## src/hdl/pmb_pkg.sv

```systemverilog
`timescale 1ns / 1ps
`default_nettype none
// ----------------------------------------------------------------------------
// pmb_pkg
// shared types, widths and register codes of the peak meter ballistics block
// ----------------------------------------------------------------------------
package pmb_pkg;

	localparam int COLUMNS_DEF     = 32;
	localparam int CAP_CEILING_DEF = 65536;

	localparam int COL_W     = 5;
	localparam int LVL_W     = 18;
	localparam int VEL_W     = 20;
	localparam int HOLD_W    = 8;
	localparam int ALPHA_W   = 16;
	localparam int GAIN_W    = 16;
	localparam int GRAV_W    = 16;
	localparam int EPS_W     = 16;
	localparam int GAIN_FRAC = 12;
	localparam int PROD_W    = LVL_W + ALPHA_W;
	localparam int POS_W     = VEL_W + 2;

	localparam int CFG_IDX_W  = 4;
	localparam int CFG_DATA_W = LVL_W;

	localparam int QUEUE_DEPTH = 2;

	localparam logic signed [VEL_W-1:0] VEL_MIN = {1'b1, {(VEL_W-1){1'b0}}};

	typedef enum logic [CFG_IDX_W-1:0] {
		REG_RISE_ALPHA,
		REG_FALL_ALPHA,
		REG_LAUNCH_BASE,
		REG_LAUNCH_GAIN,
		REG_LAUNCH_MAX,
		REG_GRAVITY_STEP,
		REG_APEX_HOLD,
		REG_VISIBLE_EPS
	} cfg_reg_t;

	typedef struct packed {
		logic [ALPHA_W-1:0] rise_alpha;
		logic [ALPHA_W-1:0] fall_alpha;
		logic [LVL_W-1:0]   launch_base;
		logic [GAIN_W-1:0]  launch_gain;
		logic [LVL_W-1:0]   launch_max;
		logic [GRAV_W-1:0]  gravity_step;
		logic [HOLD_W-1:0]  apex_hold_frames;
		logic [EPS_W-1:0]   visible_epsilon;
	} cfg_t;

	localparam cfg_t CFG_RESET = '{
		rise_alpha:       16'd32768,
		fall_alpha:       16'd8192,
		launch_base:      18'd1000,
		launch_gain:      16'd4096,
		launch_max:       18'd8000,
		gravity_step:     16'd400,
		apex_hold_frames: 8'd3,
		visible_epsilon:  16'd64
	};

	typedef enum logic [1:0] {
		KIND_FRAME,
		KIND_RESTART,
		KIND_SKIP
	} kind_t;

	typedef struct packed {
		logic [COL_W-1:0] column;
		logic [LVL_W-1:0] level;
		kind_t            kind;
	} item_t;

	typedef struct packed {
		logic [LVL_W-1:0]        bar;
		logic [LVL_W-1:0]        cap;
		logic signed [VEL_W-1:0] vel;
		logic [HOLD_W-1:0]       hold;
	} state_t;

endpackage
`default_nettype wire

```

## src/hdl/pmb_queue.sv

```systemverilog
`timescale 1ns / 1ps
`default_nettype none
// ----------------------------------------------------------------------------
// pmb_queue
// short fifo of classified words between front and back
// ----------------------------------------------------------------------------
module pmb_queue (
	input  logic           clk,
	input  logic           arst_n,
	input  logic           push,
	input  pmb_pkg::item_t push_item,
	output logic           full,
	input  logic           pop,
	output logic           valid,
	output pmb_pkg::item_t head
);
	import pmb_pkg::*;

	localparam int PTR_W = (QUEUE_DEPTH > 1) ? $clog2(QUEUE_DEPTH) : 1;
	localparam int CNT_W = $clog2(QUEUE_DEPTH + 1);
	localparam logic [PTR_W-1:0] PTR_LAST = PTR_W'(QUEUE_DEPTH - 1);
	localparam logic [CNT_W-1:0] CNT_FULL = CNT_W'(QUEUE_DEPTH);

	item_t            entries_q [QUEUE_DEPTH];
	logic [PTR_W-1:0] wr_ptr_q;
	logic [PTR_W-1:0] rd_ptr_q;
	logic [CNT_W-1:0] count_q;

	assign full  = count_q == CNT_FULL;
	assign valid = count_q != '0;
	assign head  = entries_q[rd_ptr_q];

	always_ff @(posedge clk or negedge arst_n) begin
		if (!arst_n) begin
			wr_ptr_q <= '0;
			rd_ptr_q <= '0;
			count_q  <= '0;
		end else begin
			if (push) begin
				wr_ptr_q <= (wr_ptr_q == PTR_LAST) ? '0 : wr_ptr_q + 1'b1;
			end
			if (pop) begin
				rd_ptr_q <= (rd_ptr_q == PTR_LAST) ? '0 : rd_ptr_q + 1'b1;
			end
			if (push && !pop) begin
				count_q <= count_q + 1'b1;
			end else if (pop && !push) begin
				count_q <= count_q - 1'b1;
			end
		end
	end

	always_ff @(posedge clk) begin
		if (push) begin
			entries_q[wr_ptr_q] <= push_item;
		end
	end

endmodule
`default_nettype wire

```

## config.mk

```make
export PLATFORM = sky130hd
export DESIGN_NAME = pmb_queue
export DESIGN_NICKNAME = d
export VERILOG_FILES = /design/src/hdl/pmb_pkg.sv /design/src/hdl/pmb_queue.sv
export SDC_FILE = /design/constraint.sdc
export NUM_CORES = 1
export LEC_CHECK = 0
export ABC_CLOCK_PERIOD_IN_PS = 3050
export BUFFER_PORTS_ARGS = -buffer_cell sky130_fd_sc_hd__buf_2
export CAP_MARGIN = 10
export CORE_UTILIZATION = 55
export DETAILED_ROUTE_END_ITERATION = 7
export GPL_ROUTABILITY_DRIVEN = 0
export PLACE_DENSITY = 0.82
export SYNTH_ARGS = -nofsm -noshare
export SYNTH_HDL_FRONTEND = slang
export SYNTH_SLANG_ARGS = --single-unit
```

## constraint.sdc

```tcl
create_clock -name clk -period 3.05 [get_ports clk]
set_clock_uncertainty 0.05 [all_clocks]
set_input_delay 0.305 -clock clk [delete_from_list [all_inputs] [get_ports clk]]
set_output_delay 0.305 -clock clk [all_outputs]
set_load 0.01 [all_outputs]
```

==> results.toml, run 1 <==
[routing]
routed_via_density = 4.830
firstDrtPassIters = 4
drc = 0
dr_total_vias = 995
drt-initial-drc-count = 36
ant_nets = 0
routed_wl_microns = 3149
post_drt_wl_per_cell_microns = 15.29

[logic_synthesis]
synthTopCellsByCount = "edfxtp_1 (50), mux2_4 (19), mux2_2 (6)"
yosysMostFrequentCell = "edfxtp_1"
ys_top_cells_by_area = "edfxtp_1 (72%), mux2_4 (14%), dfrtp_1 (4.8%), mux2_2 (3.2%), buf_12 (1.9%)"
synth.avg_cell_area_sq_um = 22.28
netlist.area_leader.share = 0.7168
syn_inst = 94
synth_area_sq_um = 2095
async_flop_share = 0.07407
ys_warn_count = 0
yosysUniqueCellTypes = 14
synth_edf_count = 50
synthesis.nets = 124
yosys.area.top_type = "edfxtp_1"
synth_ff_type = "edfxtp_1"
ys_ff_latch = 54
synth_seq_area_share = 0.7646

[clock_tree]
cts_tree = "built"
cts_resized = 0
clk_pin_slew_ps = 90
clkSinkCount = 54
insertion_delay_ps = 300
hold_buffers = 1
root_buffer = "clkbuf_8"
post_cts_buffers = 0
htree_levels = 2
numCtsBuffers = 5
cts_buffer_depth = 2

[power_and_ir_drop]
vdd_drop_max_uv = 462.0
power_mw = 2.161
powerDensity_nw_per_um2 = 862.6
p_leak_nw = 1.025

[floorplan]
dieWidth_microns = 63.71
rows = 22
io_pins = 56
core_sq_um = 3661
fp.dieH_microns = 63.71
initial_utilization = 0.5721
dieArea_sq_um = 4059

[sta]
max_slew.worst_pin.slew_ps = 595.1
setup-violations-final = 0
hold_viol = 0
fmax_ghz = 0.4397
period_share = 0.7456
fin_tns_setup_ps = 0
timing.final.max_slew_violations = 0
final.min_clock_period_ps = 2274
relSlewSlack = 0.6033
rsz0062_at_grt = "no"

[min_path]
min_path_type = "in -> reg"

[cells_and_area]
diodes = 0
fin_nets = 187
drive_gt1_frac = 0.5823
areaGrowthSynthToFinish_pct = 19.59

[global_routing]
grt_remaining_overflow = 0
antenna_found_initial = 0
grt_pass1_wl_microns = 5050
grt_use_total = 0.1808
grt_max_degree = 26
grt_pass1_vias = 1036

[worst_setup_path]
critPathMaxFanout = 15
path_class = "reg -> out"
worstPathArrival_ps = 1920
required_ps = 2690
crit_path_start_kind = "flop"
crit_path_end_kind = "output port"

[outcome]
outcome = "completed"

[run]
maxCapViolCount = 0

[place]
dp_hpwl_microns = 2212
numPortBuffers = 55
-- worst paths after layout --
| kind | slack [ps] | from | to | depth (start not counted) |
|---|---|---|---|---|
| worst max-delay path | 780 | rd_ptr_q$_DFFE_PN0P_ | head[1] | 3 |
| worst min-delay path | 130 | pop | rd_ptr_q$_DFFE_PN0P_ | 2 |
| worst max register to register | 1490 | wr_ptr_q$_DFFE_PN0P_ | entries_q[1][11]$_DFFE_PP_ | 2 |
| worst min register to register | 460 | wr_ptr_q$_DFFE_PN0P_ | wr_ptr_q$_DFFE_PN0P_ | 1 |
| max in group asynchronous | 2550 | arst_n | wr_ptr_q$_DFFE_PN0P_ | 2 |
| min in group asynchronous | 280 | arst_n | rd_ptr_q$_DFFE_PN0P_ | 2 |
-- cell usage in the layout, fill, tap and decap left out --
| cell type | Yosys | routed |
|---|---|---|
| or2_2 | 1 | 1 |
| buf_2 | 0 | 55 |
| dlygate4sd3_1 | 0 | 1 |
| buf_4 | 0 | 3 |
| edfxtp_1 | 50 | 50 |
| dfrtp_1 | 4 | 4 |
| clkbuf_1 | 0 | 1 |
| clkbuf_8 | 0 | 6 |
| nor2b_1 | 2 | 1 |
| xor2_1 | 4 | 4 |
| ha_1 | 1 | 1 |
| nor2_1 | 1 | 1 |
| mux2_2 | 6 | 6 |
| mux2_4 | 19 | 19 |
| clkinv_2 | 0 | 1 |
| and2_1 | 1 | 1 |
| inv_1 | 1 | 1 |
| xnor2_1 | 1 | 1 |
| nor2b_2 | 0 | 1 |
-- logic make-up after synthesis --
family,count (synthesis),synth area share
xor+xnor,5,0.02091
mux,25,0.1685
simple gates,5,0.01374
buf+inv,4,0.02628
flops,54,0.7646
fa+ha+maj,1,0.005973
-- registers in the layout, summed over array words and instances (netlist names) --
name       count
count_q        2
entries_q     50
rd_ptr_q       1
wr_ptr_q       1
-- critical path, cell delays in order (launching register included) --
cell	delay, ps
dfrtp_1	730
buf_4	400
mux2_4	340
buf_2	140
-- final cells by class --
cell class / count / area, sq um
sequential: 54 / 1602
fill: 244 / 1156
multi-input combinational: 36 / 440.4
timing repair buffer: 59 / 307.8
clock buffer: 7 / 86.33
tap: 48 / 60.06
clock inverter: 1 / 5.005
inverter: 1 / 3.754
-- layer usage --
layer | vias to the layer above | global-route usage | wire, microns
li1 | 481 | - | -
met1 | 469 | 0.2217 | 1359
met2 | 37 | 0.2872 | 1547
met3 | 8 | 0.06703 | 185
met4 | 0 | 0.07670 | 57
met5 | - | 0 | 0
-- report_power, final --
part / leakage (nW) / switching (mW) / internal (mW)
logic: 0.461 / 0.318 / 0.375
clock network: 0.0482 / 0.208 / 0.183
registers: 0.516 / 0.0885 / 0.988
total: 1.03 / 0.614 / 1.55
-- per-stage QoR --
step             util  worst slack, ps  instance area (sq um)  cells  hold WS, ps
6_report       0.6842            776.0                   2505    206        133.0
2_1_floorplan       -             1056                   2095     94       -40.59
4_1_cts        0.6842            734.9                   2505    206        124.2
3_5_place_dp   0.6565             1080                   2404    197        63.53
5_1_grt        0.6842            633.4                   2505    206        113.6
3_3_place_gp   0.6565             1155                   2404    197        60.83
Power figures use the tool's default switching activity.
==> run 2: changes to the inputs <==
Settings changed: ABC_CLOCK_PERIOD_IN_PS 3050 to 2310, CORE_UTILIZATION 55 to 51, PLACE_DENSITY 0.82 to 0.77.
Clock period 3.05 ns to 2.31 ns, I/O delays scaled along.
==> run 2 against run 1 <==
Compared with the run above:
- register-to-register slack got worse by 680 ps
- setup slack got worse by 480 ps
- routed wire length shrank 5.8%
- final cell count grew 0.49%
- critical path type unchanged
- cell area rose by 1.4%
==> results.toml, run 2 (synthesis results as in run 1) <==
[routing]
routed_wl_microns = 2967
firstDrtPassIters = 4
routed_via_density = 4.928
drt-initial-drc-count = 43
drc = 0
post_drt_wl_per_cell_microns = 14.33
ant_nets = 0
dr_total_vias = 1020

[min_path]
min_path_type = "in -> reg"
hold_depth = 1

[cells_and_area]
diodes = 0
fin_nets = 188
largest_reg_flops = 50
regMostFlops = "entries_q"
layout_commonest_cell = "buf_2"
final_cells = 207
reg.largest.list = "entries_q: 50 flops, count_q: 2 flops"
fill_cells = 263
final_cell_mix = "buf_2 (55), edfxtp_1 (50), mux2_4 (19)"
areaGrowthSynthToFinish_pct = 21.27
drive_gt1_frac = 0.5786

[worst_setup_path]
worstPathArrival_ps = 1730
worstPathCellList = "buf_4 > mux2_4 > buf_2"
path_class = "reg -> out"
crit_path_end_kind = "output port"
crit_path_start_kind = "flop"
required_ps = 2030
crit_slowest_cell = "dfrtp_1"
cp_slowest_stage_delay_ps = 660
rr_worst_depth = 2
critPathMaxFanout = 11

[power_and_ir_drop]
power_frac_clock = 0.199
p_leak_nw = 1.038
powerDensity_nw_per_um2 = 1157
vdd_drop_max_uv = 719.6
seqPwrFrac = 0.480
switching_power_mw = 0.7939
pwr-share-comb = 0.321
p_int_mw = 2.145
p_sw_frac = 0.2701

[clock_tree]
root_buffer = "clkbuf_8"
numCtsBuffers = 5
clkSinkCount = 54
cts_buffer_depth = 2
cts_tree = "built"
insertion_delay_ps = 290
post_cts_buffers = 0
clk_pin_slew_ps = 80
htree_levels = 2

[global_routing]
grt_util_met1 = 0.1800
grt_use_total = 0.1520
grt_pass1_vias = 987
antenna_found_initial = 0
grt_remaining_overflow = 0
busiest_layer = "met2"
use_met2 = 0.2564
grt_max_degree = 17
grt_pass1_wl_microns = 4664
use_met3 = 0.05690

[sta]
timing.final.max_slew_violations = 0
fin_tns_setup_ps = 0
setup-violations-final = 0
period_share = 0.8715
final.min_clock_period_ps = 2013
hold_viol = 0
rsz0062_at_grt = "no"
fmax_ghz = 0.4967
relSlewSlack = 0.6202
max_slew.worst_pin.slew_ps = 567.1

[floorplan]
io_pins = 56
fp.dieH_microns = 66.09
dieArea_sq_um = 4367
initial_utilization = 0.5514
rows = 22
dieWidth_microns = 66.09
core_sq_um = 3799

[place]
dp.cells = 198
dp_hpwl_microns = 2143
numPortBuffers = 55

[outcome]
outcome = "completed"

[run]
maxCapViolCount = 0
==> run 2: cell types whose count changed in the layout (fill, tap and decap cells not counted), sizes merged <==
cell    delta
clkinv     -1
bufinv     +1
buf        +1
==> run 2: area by class of cell <==
| class | count | area, sq um | area share |
|---|---|---|---|
| clock buffers | 7 | 76.32 | 0.03005 |
| multi-input cells | 36 | 440.4 | 0.1734 |
| flip-flops and latches | 54 | 1602 | 0.6305 |
| clock inverters | 1 | 30.03 | 0.01182 |
| repair buffers | 60 | 327.8 | 0.1291 |
| well taps | 48 | 60.06 | 0.02365 |
| inverters | 1 | 3.754 | 0.001478 |
==> run 2: metal layers <==
layer | wire [microns] | part of all wire
met4 | 31 | 0.010
met5 | 0 | 0
met2 | 1540 | 0.52
met1 | 1218 | 0.41
met3 | 177 | 0.060
==> run 2: worst paths after layout <==
check	slack (ps)	endpoint	startpoint
worst max-delay path	300	head[2]	rd_ptr_q$_DFFE_PN0P_
worst min-delay path	70	entries_q[0][1]$_DFFE_PP_	push_item[1]
worst max register to register	810	entries_q[1][8]$_DFFE_PP_	wr_ptr_q$_DFFE_PN0P_
worst min register to register	450	count_q[1]$_DFFE_PN0P_	count_q[1]$_DFFE_PN0P_
max in group asynchronous	1860	rd_ptr_q$_DFFE_PN0P_	arst_n
min in group asynchronous	230	wr_ptr_q$_DFFE_PN0P_	arst_n
==> run 2: worst max-delay path, delay by kind of cell (launching register included) <==
| kind | cells | cell delay, ps |
|---|---|---|
| buf+inv | 2 | 450 |
| mux | 1 | 320 |
| flops | 1 | 660 |
==> run 2: what timing repair did <==
action / CTS / global route
hold buffers: 1 / 0
hold endpoints to repair: 4 / 0
resized for setup: 0 / 0
==> run 2: stage by stage <==
stage / utilization / hold slack, ps / setup slack (ps) / power (mW) / area, sq um
4_1_cts: 0.6686 / 59.09 / 270.7 / 2.976 / 2540
3_5_place_dp: 0.6380 / -4.808 / 602.5 / 2.393 / 2424
5_1_grt: 0.6686 / 60.72 / 201.0 / 3.083 / 2540
2_1_floorplan: - / -114.6 / 316.0 / 2.127 / 2095
3_3_place_gp: 0.6380 / -11.54 / 660.8 / 2.357 / 2424
6_report: 0.6686 / 70.56 / 296.8 / 2.939 / 2540
==> run 2: power groups by stage <==
| stage | Clock (mW) | Combinational [mW] | Sequential (mW) |
|---|---|---|---|
| finish | 0.585 | 0.944 | 1.41 |
| global route | 0.631 | 1.02 | 1.44 |
| CTS | 0.600 | 0.961 | 1.41 |
| detailed placement | 0 | 0.957 | 1.44 |
| global placement | 0 | 0.940 | 1.42 |
| floorplan | 0 | 0.748 | 1.38 |
