## src/hdl/pmb_pkg.sv

```systemverilog
`timescale 1ns / 1ps
`default_nettype none
// ----------------------------------------------------------------------------
// pmb_pkg
// shared types, widths and register codes of the peak meter ballistics block
// ----------------------------------------------------------------------------
package pmb_pkg;

	localparam int COLUMNS_DEF     = 32;
	localparam int CAP_CEILING_DEF = 65536;

	localparam int COL_W     = 5;
	localparam int LVL_W     = 18;
	localparam int VEL_W     = 20;
	localparam int HOLD_W    = 8;
	localparam int ALPHA_W   = 16;
	localparam int GAIN_W    = 16;
	localparam int GRAV_W    = 16;
	localparam int EPS_W     = 16;
	localparam int GAIN_FRAC = 12;
	localparam int PROD_W    = LVL_W + ALPHA_W;
	localparam int POS_W     = VEL_W + 2;

	localparam int CFG_IDX_W  = 4;
	localparam int CFG_DATA_W = LVL_W;

	localparam int QUEUE_DEPTH = 2;

	localparam logic signed [VEL_W-1:0] VEL_MIN = {1'b1, {(VEL_W-1){1'b0}}};

	typedef enum logic [CFG_IDX_W-1:0] {
		REG_RISE_ALPHA,
		REG_FALL_ALPHA,
		REG_LAUNCH_BASE,
		REG_LAUNCH_GAIN,
		REG_LAUNCH_MAX,
		REG_GRAVITY_STEP,
		REG_APEX_HOLD,
		REG_VISIBLE_EPS
	} cfg_reg_t;

	typedef struct packed {
		logic [ALPHA_W-1:0] rise_alpha;
		logic [ALPHA_W-1:0] fall_alpha;
		logic [LVL_W-1:0]   launch_base;
		logic [GAIN_W-1:0]  launch_gain;
		logic [LVL_W-1:0]   launch_max;
		logic [GRAV_W-1:0]  gravity_step;
		logic [HOLD_W-1:0]  apex_hold_frames;
		logic [EPS_W-1:0]   visible_epsilon;
	} cfg_t;

	localparam cfg_t CFG_RESET = '{
		rise_alpha:       16'd32768,
		fall_alpha:       16'd8192,
		launch_base:      18'd1000,
		launch_gain:      16'd4096,
		launch_max:       18'd8000,
		gravity_step:     16'd400,
		apex_hold_frames: 8'd3,
		visible_epsilon:  16'd64
	};

	typedef enum logic [1:0] {
		KIND_FRAME,
		KIND_RESTART,
		KIND_SKIP
	} kind_t;

	typedef struct packed {
		logic [COL_W-1:0] column;
		logic [LVL_W-1:0] level;
		kind_t            kind;
	} item_t;

	typedef struct packed {
		logic [LVL_W-1:0]        bar;
		logic [LVL_W-1:0]        cap;
		logic signed [VEL_W-1:0] vel;
		logic [HOLD_W-1:0]       hold;
	} state_t;

endpackage
`default_nettype wire

```

## src/hdl/pmb_back.sv

```systemverilog
`timescale 1ns / 1ps
`default_nettype none
// ----------------------------------------------------------------------------
// pmb_back
// column state memory, per-frame bar and cap update, result register
// ----------------------------------------------------------------------------
module pmb_back #(
	parameter int COLUMNS     = pmb_pkg::COLUMNS_DEF,
	parameter int CAP_CEILING = pmb_pkg::CAP_CEILING_DEF
) (
	input  logic                      clk,
	input  logic                      arst_n,
	input  pmb_pkg::cfg_t             cfg,
	input  logic                      q_valid,
	input  pmb_pkg::item_t            q_item,
	output logic                      q_pop,
	output logic                      out_valid,
	input  logic                      out_stall,
	output logic [pmb_pkg::COL_W-1:0] out_column,
	output logic [pmb_pkg::LVL_W-1:0] bar_level,
	output logic [pmb_pkg::LVL_W-1:0] cap_level,
	output logic                      moving
);
	import pmb_pkg::*;

	localparam int IDX_W = (COLUMNS > 1) ? $clog2(COLUMNS) : 1;
	localparam logic signed [POS_W-1:0] CEIL_S = POS_W'(CAP_CEILING);

	// state memory, with per-column valid bits standing in for the zero reset
	state_t           mem [COLUMNS];
	logic [COLUMNS-1:0] vld_q;

	item_t  item_s1;
	state_t st_s1;
	logic   valid_s1;

	logic                out_valid_q;
	logic [COL_W-1:0]    out_column_q;
	logic [LVL_W-1:0]    bar_level_q;
	logic [LVL_W-1:0]    cap_level_q;
	logic                moving_q;

	logic [IDX_W-1:0] head_addr;
	logic [IDX_W-1:0] addr_s1;
	logic             head_live;
	logic             s1_fire;
	logic             s1_load;
	logic             wr_en;
	logic             fwd_hit;

	// datapath
	logic [LVL_W-1:0]        lvl;
	logic [LVL_W-1:0]        bar0;
	logic [LVL_W-1:0]        cap0;
	logic signed [VEL_W-1:0] vel0;
	logic [HOLD_W-1:0]       hold0;
	logic [LVL_W:0]          eps_x;
	logic [LVL_W:0]          bar0_eps;
	logic [LVL_W:0]          bar1_eps;
	logic [LVL_W:0]          barf_eps;
	logic                    launch;
	logic [LVL_W-1:0]        rise_d;
	logic [PROD_W-1:0]       gain_prod;
	logic [PROD_W-GAIN_FRAC:0] launch_sum;
	logic [LVL_W-1:0]        launch_v;
	logic                    ease_up;
	logic [LVL_W-1:0]        ease_d;
	logic [ALPHA_W-1:0]      alpha;
	logic [PROD_W-1:0]       ease_prod;
	logic [PROD_W-1:0]       ease_rnd;
	logic [LVL_W-1:0]        ease_step;
	logic [LVL_W-1:0]        bar1;
	logic [LVL_W-1:0]        cap1;
	logic signed [VEL_W-1:0] vel1;
	logic [HOLD_W-1:0]       hold1;
	logic [HOLD_W-1:0]       hold_dec;
	logic                    frozen;
	logic signed [POS_W-1:0] pos;
	logic signed [POS_W-1:0] pos_c;
	logic signed [POS_W-1:0] bar1_s;
	logic signed [POS_W-1:0] bar1_eps_s;
	logic signed [VEL_W:0]   nv_raw;
	logic signed [VEL_W-1:0] nv;
	logic                    apex;
	logic                    land;
	state_t                  frame_st;
	state_t                  nx_state;
	logic [LVL_W-1:0]        diff;
	logic                    moving_nx;

	assign head_addr = IDX_W'(q_item.column);
	assign addr_s1   = IDX_W'(item_s1.column);
	assign head_live = q_item.kind != KIND_SKIP;
	assign s1_fire   = valid_s1 && (!out_valid_q || !out_stall);
	assign s1_load   = q_valid && (!valid_s1 || s1_fire);
	assign q_pop     = s1_load;
	assign wr_en     = s1_fire && (item_s1.kind != KIND_SKIP);
	assign fwd_hit   = wr_en && (head_addr == addr_s1);

	always_comb begin
		lvl   = item_s1.level;
		bar0  = st_s1.bar;
		cap0  = st_s1.cap;
		vel0  = st_s1.vel;
		hold0 = st_s1.hold;
		eps_x = {{(LVL_W+1-EPS_W){1'b0}}, cfg.visible_epsilon};

		// launch of a landed cap
		bar0_eps   = {1'b0, bar0} + eps_x;
		launch     = (vel0 == '0) && ({1'b0, cap0} <= bar0_eps) && (lvl > cap0);
		rise_d     = lvl - cap0;
		gain_prod  = PROD_W'(cfg.launch_gain) * PROD_W'(rise_d);
		launch_sum = (PROD_W-GAIN_FRAC+1)'(cfg.launch_base)
			+ (PROD_W-GAIN_FRAC+1)'(gain_prod[PROD_W-1:GAIN_FRAC]);
		launch_v   = (launch_sum > (PROD_W-GAIN_FRAC+1)'(cfg.launch_max))
			? cfg.launch_max : launch_sum[LVL_W-1:0];
		cap1  = launch ? lvl : cap0;
		vel1  = launch ? $signed(VEL_W'(launch_v)) : vel0;
		hold1 = launch ? '0 : hold0;

		// bar easing, rounded step never overshoots the level
		ease_up   = lvl > bar0;
		ease_d    = ease_up ? lvl - bar0 : bar0 - lvl;
		alpha     = ease_up ? cfg.rise_alpha : cfg.fall_alpha;
		ease_prod = PROD_W'(ease_d) * PROD_W'(alpha);
		ease_rnd  = ease_prod + PROD_W'(32768);
		ease_step = ease_rnd[LVL_W+15:16];
		bar1      = ease_up ? bar0 + ease_step : bar0 - ease_step;

		// cap motion
		hold_dec = (hold1 != '0) ? hold1 - 1'b1 : '0;
		frozen   = hold_dec != '0;
		pos      = POS_W'(cap1) + {{(POS_W-VEL_W){vel1[VEL_W-1]}}, vel1};
		nv_raw   = {vel1[VEL_W-1], vel1}
			- {{(VEL_W+1-GRAV_W){1'b0}}, cfg.gravity_step};
		nv       = (nv_raw[VEL_W] && !nv_raw[VEL_W-1]) ? VEL_MIN : nv_raw[VEL_W-1:0];
		pos_c    = (pos > CEIL_S) ? CEIL_S : pos;
		bar1_eps   = {1'b0, bar1} + eps_x;
		bar1_s     = POS_W'(bar1);
		bar1_eps_s = POS_W'(bar1_eps);
		apex = !vel1[VEL_W-1] && (vel1 != '0) && (nv[VEL_W-1] || (nv == '0))
			&& (pos_c > bar1_eps_s);
		land = pos_c <= bar1_s;

		frame_st.bar = bar1;
		if (frozen) begin
			frame_st.cap  = cap1;
			frame_st.vel  = vel1;
			frame_st.hold = hold_dec;
		end else if (apex) begin
			frame_st.cap  = pos_c[LVL_W-1:0];
			frame_st.vel  = '0;
			frame_st.hold = cfg.apex_hold_frames;
		end else if (land) begin
			frame_st.cap  = bar1;
			frame_st.vel  = '0;
			frame_st.hold = '0;
		end else begin
			frame_st.cap  = pos_c[LVL_W-1:0];
			frame_st.vel  = nv;
			frame_st.hold = hold_dec;
		end

		case (item_s1.kind)
			KIND_FRAME: begin
				nx_state = frame_st;
			end
			KIND_RESTART: begin
				nx_state.bar  = lvl;
				nx_state.cap  = lvl;
				nx_state.vel  = '0;
				nx_state.hold = '0;
			end
			default: begin
				nx_state = st_s1;
			end
		endcase

		diff      = (nx_state.bar > lvl) ? nx_state.bar - lvl : lvl - nx_state.bar;
		barf_eps  = {1'b0, nx_state.bar} + eps_x;
		moving_nx = ({1'b0, diff} > eps_x) || (nx_state.vel != '0)
			|| ({1'b0, nx_state.cap} > barf_eps);
	end

	always_ff @(posedge clk or negedge arst_n) begin
		if (!arst_n) begin
			valid_s1    <= 1'b0;
			vld_q       <= '0;
			out_valid_q <= 1'b0;
		end else begin
			if (s1_load) begin
				valid_s1 <= 1'b1;
			end else if (s1_fire) begin
				valid_s1 <= 1'b0;
			end
			if (wr_en) begin
				vld_q[addr_s1] <= 1'b1;
			end
			if (s1_fire) begin
				out_valid_q <= 1'b1;
			end else if (!out_stall) begin
				out_valid_q <= 1'b0;
			end
		end
	end

	always_ff @(posedge clk) begin
		if (wr_en) begin
			mem[addr_s1] <= nx_state;
		end
		if (s1_load) begin
			item_s1 <= q_item;
			// same column just updated: take the fresh state, not the stale read
			if (fwd_hit) begin
				st_s1 <= nx_state;
			end else if (head_live && vld_q[head_addr]) begin
				st_s1 <= mem[head_addr];
			end else begin
				st_s1 <= '0;
			end
		end
		if (s1_fire) begin
			out_column_q <= item_s1.column;
			if (item_s1.kind == KIND_SKIP) begin
				bar_level_q <= '0;
				cap_level_q <= '0;
				moving_q    <= 1'b0;
			end else begin
				bar_level_q <= nx_state.bar;
				cap_level_q <= nx_state.cap;
				moving_q    <= moving_nx;
			end
		end
	end

	assign out_valid  = out_valid_q;
	assign out_column = out_column_q;
	assign bar_level  = bar_level_q;
	assign cap_level  = cap_level_q;
	assign moving     = moving_q;

`ifndef SYNTHESIS
	// a forwarded load must see exactly the state written alongside it
	a_forward: assert property (@(posedge clk) disable iff (!arst_n)
		(s1_load && fwd_hit) |=> (st_s1 == $past(nx_state)))
		else $error("forwarded column state mismatch");

	// easing keeps the bar between its old position and the level
	a_bar_bound: assert property (@(posedge clk) disable iff (!arst_n)
		(valid_s1 && item_s1.kind == KIND_FRAME) |->
		((frame_st.bar >= bar0 && frame_st.bar <= lvl) ||
		 (frame_st.bar <= bar0 && frame_st.bar >= lvl)))
		else $error("bar passed the level");

	// skipped columns never touch the state memory
	a_skip_nowrite: assert property (@(posedge clk) disable iff (!arst_n)
		(valid_s1 && item_s1.kind == KIND_SKIP) |-> !wr_en)
		else $error("write for an out of range column");

	// a skipped column reports zeros
	a_skip_zero: assert property (@(posedge clk) disable iff (!arst_n)
		(s1_fire && item_s1.kind == KIND_SKIP) |=>
		(out_valid_q && bar_level_q == '0 && cap_level_q == '0 && !moving_q))
		else $error("nonzero result for skipped column");

	// a cap in flight stays at or below the ceiling
	a_ceiling: assert property (@(posedge clk) disable iff (!arst_n)
		(valid_s1 && item_s1.kind == KIND_FRAME && !frozen && !land) |->
		(pos_c <= CEIL_S))
		else $error("cap above ceiling");
`endif

endmodule
`default_nettype wire

```

## config.mk

```make
export PLATFORM = sky130hd
export DESIGN_NAME = pmb_back
export DESIGN_NICKNAME = d
export VERILOG_FILES = /design/src/hdl/pmb_pkg.sv /design/src/hdl/pmb_back.sv
export SDC_FILE = /design/constraint.sdc
export NUM_CORES = 2
export LEC_CHECK = 0
export ABC_AREA = 1
export BUFFER_PORTS_ARGS = -buffer_cell sky130_fd_sc_hd__buf_2
export CAP_MARGIN = 5
export CORE_MARGIN = 2
export CORE_UTILIZATION = 30
export DETAILED_ROUTE_END_ITERATION = 8
export GPL_ROUTABILITY_DRIVEN = 0
export PLACE_DENSITY = 0.44
export SYNTH_ARGS = -nofsm -noshare
export SYNTH_HDL_FRONTEND = slang
export SYNTH_SLANG_ARGS = --single-unit
```

## constraint.sdc

```tcl
create_clock -name clk -period 31.4 [get_ports clk]
set_clock_uncertainty 0.1 [all_clocks]
set_input_delay 3.14 -clock clk [delete_from_list [all_inputs] [get_ports clk]]
set_output_delay 3.14 -clock clk [all_outputs]
set_load 0.03 [all_outputs]
```

==> flow_summary.ini <==
[final_layout]
final_area_sq_um = 137000
synthToLayoutAreaGrowth_pct = 12.9
fin_nets = 12700
post-route-util = 0.340
finalNonFillerCells = 17200
post_route_cells_drive_above_1_share = 0.0812

[synth]
dominantRegCellSynth = sky130_fd_sc_hd__edfxtp_1
yosys_warnings = 0
yosysTopAreaCellShare = 0.539
netlist.top_cell.by_area = sky130_fd_sc_hd__edfxtp_1
synth_commonest_cells = sky130_fd_sc_hd__nand2_1 (2759), sky130_fd_sc_hd__edfxtp_1 (2179), sky130_fd_sc_hd__a21oi_1 (1388)
net_count_synth = 12600
count_of_flip_flops_with_a_built_in_enable_after_synthesis = 2179
synthesis.instances = 11500
yosys.cell_types.count = 74
yosysSeqAreaShare = 0.546
mappedNetlistArea_sq_um = 121000
synth_top_area_cells = sky130_fd_sc_hd__edfxtp_1 (54%), sky130_fd_sc_hd__nand2_1 (8.5%), sky130_fd_sc_hd__fa_1 (7.5%)
synth_async_reset_ratio = 0.0154
synth.avg_cell_area_sq_um = 10.6
synth_seq_cells = 2213
synth.most_common_cell = sky130_fd_sc_hd__nand2_1

[sta]
timing.slew.headroom = 0.0171
achievable-frequency_mhz = 44.8
worstMarginPinSlew_ps = 1460
final_critical_path_required_period_ps = 22330
final-hold-violation-count = 0
maxSlewViolCount = 0
grt_setup_unrepaired = false
setup_tns_final_ps = 0
final_min_period_over_clock_period = 0.711
setup_viol = 0

[worst_setup_path]
crit_required_ps = 31930
r2r_start = lvl[2]
timing.reg2reg.worst_path_depth = 120
reg2reg_slack_ps = 9070
crit_slowest_cell = sky130_fd_sc_hd__inv_1
regToRegEndpoint = moving
cp-start-kind = flop
cp_max_fo = 33
worst_ep_arrival_time_ps = 22860
timing.critical_path.to_type = flop
timing_worst_setup_path_type = flop to flop
cp_slowest_stage_delay_ps = 820
critical-path-top-cell-by-count = sky130_fd_sc_hd__nand2_1

[job]
max-cap-violations = 1

[grt]
grt_remaining_overflow = 0
grt_pass1_vias = 89300
grt.total_usage = 0.219
grt_start_max_net_pins = 139
grt_antenna_before_repair = 22
global_route_wire_length_before_repair_um = 652000

[drt]
wirelength_um = 460000
dr.pass1.iters = 6
drt_initial_violations = 9161
route.detailed.wl_per_inst_um = 26.8
post-route-drc-count = 0
ant_nets = 0
via_count = 90500
detail_route.vias_per_cell = 5.26

[placement]
post_dp_cell_area_sq_um = 129000
placed_cell_count = 16700
dp_hpwl_um = 287000
port-buffer-count = 196

[clocking]
tritoncts = built
cts-root-buf = sky130_fd_sc_hd__clkbuf_16
clock_latency_ps = 1010
clock_buffers_created_by_tritoncts = 245
cts_hold_buf = 0
cts-resized-gates = 0
clock_path_buffers = 4
cts.sinks = 2213
post_cts_buffers = 0
cts_htree_levels = 4
clk_pin_slew_worst_paths_ps = 80

[floorplan]
io-pin-count = 197
die_width_um = 640
core_region_area_sq_um = 403000
fp.dieArea_sq_um = 410000
fp.dieH_um = 640
start_util = 0.301
fp-row-count = 233

[min_path]
whs_path_depth = 2
hold_class = flop to flop
worst_hold_startpoint = vld_q[30]
worst_hold_path.endpoint = vld_q[30]

[run_status]
violations = capacitance limit
status = complete, but fails checks
## layer usage
metal | share of wire | GRT usage | wire, um | vias up
met2 | 0.46 | 0.355 | 213000 | 3336
met5 | 0.000098 | 0 | 45 | -
met3 | 0.063 | 0.0301 | 29200 | 783
met4 | 0.044 | 0.0892 | 20400 | 6
li1 | - | - | - | 40200
met1 | 0.43 | 0.294 | 197000 | 46200
## worst max path at each step
stage          slack (ps)  cells after the start  startpoint     end
6_report             9070                    120      lvl[2]  moving
5_1_grt              6830                    120      lvl[2]  moving
4_1_cts              9240                    120      lvl[2]  moving
3_5_place_dp         9310                    120      lvl[0]  moving
3_3_place_gp         9400                    109     cfg[62]  moving
2_1_floorplan       12510                    109     cfg[65]  moving
## per-stage QoR
| step | hold WS, ps | setup slack, ps |
|---|---|---|
| 2_1_floorplan | 324 | 12510 |
| 3_3_place_gp | 341 | 9400 |
| 3_5_place_dp | 345 | 9310 |
| 4_1_cts | 362 | 9240 |
| 5_1_grt | 374 | 6830 |
| 6_report | 361 | 9070 |
## cells by family after synthesis
| kind of cell | after synthesis | share of synthesized area |
|---|---|---|
| and+or+nand+nor | 3775 | 0.124 |
| AOI/OAI and AO/OA | 2562 | 0.130 |
| DFF | 2213 | 0.546 |
| buffers and inverters | 1727 | 0.0541 |
| adders and majority gates | 996 | 0.131 |
| xor gates and xnor gates | 199 | 0.0144 |
| muxes | 4 | 0.000330 |
## layout make-up
class                           instances  area (sq um)
Clock buffer                          299          6380
Multi-Input combinational cell       7536         48900
Clock inverter                        150          1380
Antenna cell                           13          32.5
Fill cell                           40500        266000
Sequential cell                      2213         66300
Inverter                             1163          4400
Timing Repair Buffer                  415          2870
Tap cell                             5405          6760
## registers in the layout, indices dropped and copies added, names as in the netlist, 8 cells and up
register   flops
cap_level     18
cap0          18
vld_q         32
lvl           18
vel0          20
mem         2048
bar0          18
bar_level     18
hold0          8
## worst max-delay path, delay by kind of cell, from the launching register on
kind | cells | cell delay, ps
XOR/XNOR | 2 | 450
flip-flops | 1 | 630
multiplexers | 1 | 290
AO/OA/AOI/OAI | 32 | 5370
adder cells (fa/ha/maj) | 15 | 6150
AND/OR/NAND/NOR | 55 | 6430
buffers and inverters | 15 | 2520
## placed cells by master (no fill, tap or decap), types with 47 or more instances in the layout
cell	count
sky130_fd_sc_hd__a22oi_1	127
sky130_fd_sc_hd__nand3_1	145
sky130_fd_sc_hd__xor2_1	127
sky130_fd_sc_hd__xnor2_1	72
sky130_fd_sc_hd__fa_1	454
sky130_fd_sc_hd__clkinv_2	47
sky130_fd_sc_hd__edfxtp_1	2179
sky130_fd_sc_hd__o311ai_0	171
sky130_fd_sc_hd__a221o_1	83
sky130_fd_sc_hd__nor3_1	70
sky130_fd_sc_hd__clkinv_1	78
sky130_fd_sc_hd__buf_4	204
sky130_fd_sc_hd__clkbuf_1	52
sky130_fd_sc_hd__o211ai_1	98
sky130_fd_sc_hd__clkbuf_16	247
sky130_fd_sc_hd__ha_1	542
sky130_fd_sc_hd__buf_2	191
sky130_fd_sc_hd__a221oi_1	51
sky130_fd_sc_hd__a32o_1	70
sky130_fd_sc_hd__o21ai_0	263
sky130_fd_sc_hd__nor2_1	579
sky130_fd_sc_hd__nand2_1	2756
sky130_fd_sc_hd__a21oi_1	1382
sky130_fd_sc_hd__inv_1	1128
Power is left out: the tool's default activity adds up to more than one toggle a clock period on the data nets, which glitch-free logic cannot reach.
